### src/drba_pkg.sv
`timescale 1ns / 1ps
`default_nettype none
// ----------------------------------------------------------------------------
// DRAM row buffer access package
// Shared widths, register indexes, row outcome codes and the row tracker
// result record.
// ----------------------------------------------------------------------------
package drba_pkg;

    localparam int ROW_BYTES   = 1024;
    localparam int ROW_COUNT   = 1024;
    localparam int ADDR_W      = 20;
    localparam int WORD_W      = 32;
    localparam int DELAY_W     = 16;
    localparam int LAT_W       = 18;
    localparam int COUNT_W     = 32;
    localparam int COL_W       = $clog2(ROW_BYTES);
    localparam int ROW_W       = $clog2(ROW_COUNT);
    localparam int WORD_BYTE_W = 2;
    localparam int WIDX_W      = ADDR_W - WORD_BYTE_W;
    localparam int CFG_IDX_W   = 1;

    typedef enum logic [CFG_IDX_W-1:0] {
        CFG_ROW_DELAY    = 1'b0,
        CFG_COLUMN_DELAY = 1'b1
    } cfg_index_t;

    typedef enum logic [1:0] {
        OUTCOME_HIT      = 2'd0,
        OUTCOME_ACTIVATE = 2'd1,
        OUTCOME_CONFLICT = 2'd2
    } outcome_t;

    typedef enum logic {
        ST_CLEAR = 1'b0,
        ST_RUN   = 1'b1
    } ctrl_state_t;

    typedef struct packed {
        logic [LAT_W-1:0]   latency;
        outcome_t           outcome;
        logic [COUNT_W-1:0] total;
    } row_result_t;

endpackage
`default_nettype wire

### src/drba_row_track.sv
`timescale 1ns / 1ps
`default_nettype none
// ----------------------------------------------------------------------------
// Row buffer tracker
// Holds the open row and the update count; classifies each access.
// ----------------------------------------------------------------------------
module drba_row_track (
    input  wire logic                          clk,
    input  wire logic                          rst_n,
    input  wire logic                          fire,
    input  wire logic                          misaligned,
    input  wire logic [drba_pkg::ROW_W-1:0]    row,
    input  wire logic [drba_pkg::DELAY_W-1:0]  row_delay,
    input  wire logic [drba_pkg::DELAY_W-1:0]  column_delay,
    output drba_pkg::row_result_t              result
);
    import drba_pkg::*;

    logic [ROW_W-1:0]   open_row_reg;
    logic               row_valid_reg;
    logic [COUNT_W-1:0] counter_reg;
    logic [COUNT_W-1:0] counter_next;
    logic [LAT_W-1:0]   rd_ext;
    logic [LAT_W-1:0]   cd_ext;
    logic [1:0]         inc;

    assign rd_ext = {{(LAT_W-DELAY_W){1'b0}}, row_delay};
    assign cd_ext = {{(LAT_W-DELAY_W){1'b0}}, column_delay};

    always_comb
    begin
        priority if (misaligned)
        begin
            result.outcome = OUTCOME_HIT;
            result.latency = '0;
            inc            = 2'd0;
        end
        else if (row_valid_reg && open_row_reg == row)
        begin
            result.outcome = OUTCOME_HIT;
            result.latency = cd_ext;
            inc            = 2'd0;
        end
        else if (!row_valid_reg)
        begin
            result.outcome = OUTCOME_ACTIVATE;
            result.latency = rd_ext + cd_ext;
            inc            = 2'd1;
        end
        else
        begin
            result.outcome = OUTCOME_CONFLICT;
            result.latency = (rd_ext << 1) + cd_ext;
            inc            = 2'd2;
        end
        counter_next = counter_reg + {{(COUNT_W-2){1'b0}}, inc};
        result.total = counter_next;
    end

    always_ff @(posedge clk or negedge rst_n)
    begin
        if (!rst_n)
        begin
            open_row_reg  <= '0;
            row_valid_reg <= 1'b0;
            counter_reg   <= '0;
        end
        else if (fire && !misaligned)
        begin
            open_row_reg  <= row;
            row_valid_reg <= 1'b1;
            counter_reg   <= counter_next;
        end
    end

    // once a row opens it stays open
    a_row_stays_open: assert property (@(posedge clk) disable iff (!rst_n)
        row_valid_reg |=> row_valid_reg)
        else $error("open row buffer closed");

    // the update count moves only on an accepted aligned access
    a_counter_quiet: assert property (@(posedge clk) disable iff (!rst_n)
        !(fire && !misaligned) |=> $stable(counter_reg))
        else $error("update count changed without an access");

endmodule
`default_nettype wire

### config.mk
export PLATFORM = sky130hd
export DESIGN_NAME = drba_row_track
export DESIGN_NICKNAME = d
export VERILOG_FILES = /design/src/drba_pkg.sv /design/src/drba_row_track.sv
export SDC_FILE = /design/constraint.sdc
export NUM_CORES = 1
export LEC_CHECK = 0
export ABC_CLOCK_PERIOD_IN_PS = 4100
export BUFFER_PORTS_ARGS = -buffer_cell sky130_fd_sc_hd__buf_4
export CORE_UTILIZATION = 45
export CTS_CLUSTER_DIAMETER = 120
export DETAILED_ROUTE_END_ITERATION = 10
export PLACE_DENSITY = 0.81
export SYNTH_ARGS = -nofsm -noshare
export SYNTH_HDL_FRONTEND = slang
export SYNTH_SLANG_ARGS = --single-unit
### constraint.sdc
create_clock -name clk -period 4.1 [get_ports clk]
set_input_delay 0.82 -clock clk [delete_from_list [all_inputs] [get_ports clk]]
set_output_delay 0.82 -clock clk [all_outputs]
set_load 0.005 [all_outputs]
== Word level (Yosys, flattened, before mapping) ==
Cells that the tools add are included.
Operators by class
  $add $sub $neg: 3
  eq/ne operators: 1
  reductions and logical operators: 3
  mux-type cells: 6
Operator list (count)
  $mux W20: 3
  $add A32 B2 Y32: 1
  $add A17 B16 Y18: 1
  $add A16 B16 Y17: 1
  $eq A10 B10 Y1: 1
  $mux W2: 3
  $logic_and A1 B1 Y1: 2
  $logic_not A1 Y1: 1
Word-level totals
  input bits: 46
  word-level logic and storage cells: 16
  flip-flop bits (word level): 43

== Depth between registers and ports, before layout ==
  word-level depth: 5
  mapped depth: 14
  depth with buffers taken out: 13

== Worst setup path before layout ==
OpenSTA, ideal clock, no wires.
  kind: input to output
  start point: in row[4] in the netlist's numbering
  end point: out result[29] in the netlist's numbering
  arrival time: 3.315 ns
  path slack: -0.035 ns
  stages on the path: 13
  cell sequence: xor2_1 nor4_1 nand4_2 nand2_1 nor2_1 ha_1 a21oi_1 nor3b_2 and3_2 nand3_2 or2_4 nor2_1 xor2_1
RTL lines
  start, declared: line drba_row_track.sv:12  | input wire logic [drba_pkg::ROW_W-1:0] row,
  end, declared: line drba_row_track.sv:15  | output drba_pkg::row_result_t result

==> results.ini <==
[clock_tree]
cts_max_path_buffers = 2
cts.sinks = 43
cts_tree = built
cts_buffers = 5
holdBufCountCts = 0
cts_root_buf = clkbuf_8
clock_latency_ps = 300
htree_levels = 2
path_clk_slew_ps = 80

[power]
switching_share = 0.352
vdd_drop_max_mv = 0.158
seqPwrFrac = 0.376
powerDensity_mw_per_mm2 = 234
p_leak_nw = 2.78
pwr-share-comb = 0.421
p_sw_mw = 0.466
clkPwrFrac = 0.203
cellInternalPower_mw = 0.857

[sta]
finalSetupViolations = 1
rsz0062_at_grt = true
worst_hold_slack_ps = 490
finalCritPeriodShare = 1.00
fmax_ghz = 0.243
worst_pin_slew_ps = 1070
skew_ps = 4.09
tns_ps = -18.9
relSlewSlack = 0.284
finalHoldViolations = 0
layout_min_cycle_time_ps = 4120
worst_slack_ps = -18.9
drv_slew = 0

[run_status]
status = finished, violations left
violations = setup timing

[finish]
largest_register_ffs = 32
area_growth_pct = 31.9
layout.nets = 717
final_cell_mix = buf_4 (125), nand2_1 (77), xnor2_1 (50)
final_cells = 765
final_common_cell = buf_4
stdcell_area_sq_mm = 0.00566
fin_util = 0.613
fillers = 763
drive_above_1_share = 0.303
num_antenna_cells = 0

[routing]
num_vias = 4177
ant_nets = 0
drcViolationCount = 0
wl_microns = 11200
dr.first_iter.drc_count = 152
routed_via_density = 5.46
drtPass1Iterations = 4
routedWlPerCell_microns = 14.6

[floorplan]
pin_count = 98
rows = 35
die_area_sq_mm = 0.00993
start_util = 0.465
core_sq_mm = 0.00924
die_y_microns = 99.7
die_w_microns = 99.7

[grt]
antenna_found_initial = 0
grt_start_max_net_pins = 44
grt_overflow = 0
grt_pass1_wl_microns = 18400
grt_util_all_layers = 0.225
grt_pass1_vias = 4040

[place]
placed_cells = 748
port-buffer-count = 97
gp_congestion = 0.897
place_hpwl_microns = 8390
placed_area_sq_mm = 0.00528

[synthesis]
synth.distinct_cells = 63
syn_avg_cell_area_sq_um = 8.29
yosysTopAreaCellShare = 0.251
synthTopCellsByArea = dfrtp_1 (25%), xnor2_1 (11%), ha_1 (9.6%), xor2_1 (8.2%), nand2_1 (6.9%)
yosys_warnings = 0
synth_seq_area_share = 0.251
ys_seq_elements = 43
synth_edf_count = 0
netlist_instances = 518
async_flop_share = 1.00
synth.net_count = 600
synth_flop_cell = dfrtp_1
syn_area_sq_mm = 0.00429
synth_area_leader_cell = dfrtp_1

[setup_path]
worstPathArrival_ps = 3300
rr_worst_depth = 16
crit_path_max_fanout = 3
crit_path_cell_trace = buf_4 > xor2_2 > nor4_2 > nand4_2 > nand2_2 > nor2_4 > ha_4 > a21oi_4 > nor3b_2 > and3_4 > nand3_2 > or2_4 > nor2_4 > xor2_1 > buf_4
end_kind = primary output
crit_type = in -> out
cp_slowest_stage_delay_ps = 310
cp_num_buf_inv = 2
path_depth = 15
start_kind = input port
reg2reg_to = counter_reg[29]
path_delay_family = simple AND/OR/NAND/NOR gates
crit_slowest_cell = nor4_2
r2r_slack_ps = 880
worstPathRequired_ps = 3280
reg2reg_from = open_row_reg[3]

[job]
cap_violations = 0

[min_path]
holdCritPathClass = in -> async

## power groups by stage
| stage | clock [mW] | sequential [mW] | combinational [mW] |
|---|---|---|---|
| finish | 0.268 | 0.498 | 0.557 |
| floorplan | 0 | 0.486 | 0.328 |
| global route | 0.295 | 0.502 | 0.611 |
| global placement | 0 | 0.497 | 0.502 |
| detailed placement | 0 | 0.500 | 0.517 |
| CTS | 0.272 | 0.494 | 0.542 |
## per-stage QoR
step	total power [mW]	setup WS [ps]
6_report	1.32	-18.9
5_1_grt	1.41	-137
4_1_cts	1.31	-82.6
3_5_place_dp	1.02	-261
3_3_place_gp	1.00	-37.4
2_1_floorplan	0.814	6.48
## logic make-up after synthesis
logic type	count (synthesis)	share of synthesized area
compound gates	108	0.177
xor+xnor	92	0.188
fa+ha+maj	36	0.110
buf+inv	41	0.0408
flops	43	0.251
mux	4	0.00933
simple gates	194	0.225
## metal layers
| layer | track usage | up-vias | share of wire |
|---|---|---|---|
| met3 | 0.0288 | 15 | 0.037 |
| met2 | 0.406 | 103 | 0.53 |
| li1 | - | 2031 | - |
| met1 | 0.283 | 2028 | 0.42 |
| met5 | 0 | - | 0 |
| met4 | 0.0600 | 0 | 0.014 |
## repair_timing
| action | in CTS | in global routing |
|---|---|---|
| pin swaps | 15 | 28 |
| endpoints found under the hold margin | 0 | 0 |
| endpoints found under the setup margin | 13 | 23 |
| setup buffers | 6 | 3 |
| resized for setup | 18 | 26 |
## how the worst max path moves through the flow
stage / to / slack [ps] / from
finish: result[29] / -20 / row[3]
global route: result[17] / -140 / row[3]
CTS: result[29] / -80 / row[5]
detailed placement: result[29] / -260 / row[1]
global placement: result[17] / -40 / row[1]
floorplan: result[29] / 6 / row[1]
## cell usage after synthesis (3+ instances only)
library cell,instances
nand2_1,79
xnor2_1,52
nor2_1,47
dfrtp_1,43
xor2_1,40
ha_1,33
a21oi_1,28
inv_1,18
a211oi_1,17
nand3_1,17
o21ai_0,17
clkbuf_1,12
a21o_1,9
and3_1,9
nor2b_1,7
nand4_1,6
nor3_1,5
o21a_1,5
clkbuf_2,4
mux2i_1,4
fa_1,3
nor4_4,3
o211ai_1,3
o21ai_1,3
o31a_1,3
## layout make-up
cell class / count / area [sq um] / area share
Clock buffer: 6 / 72.6 / 0.0128
Clock inverter: 2 / 12.5 / 0.00221
Inverter: 19 / 71.3 / 0.0126
Multi-Input combinational cell: 434 / 3250 / 0.574
Sequential cell: 43 / 1080 / 0.190
Tap cell: 129 / 161 / 0.0285
Timing Repair Buffer: 132 / 1020 / 0.180
No activity file was read; power rests on OpenSTA's default activity.
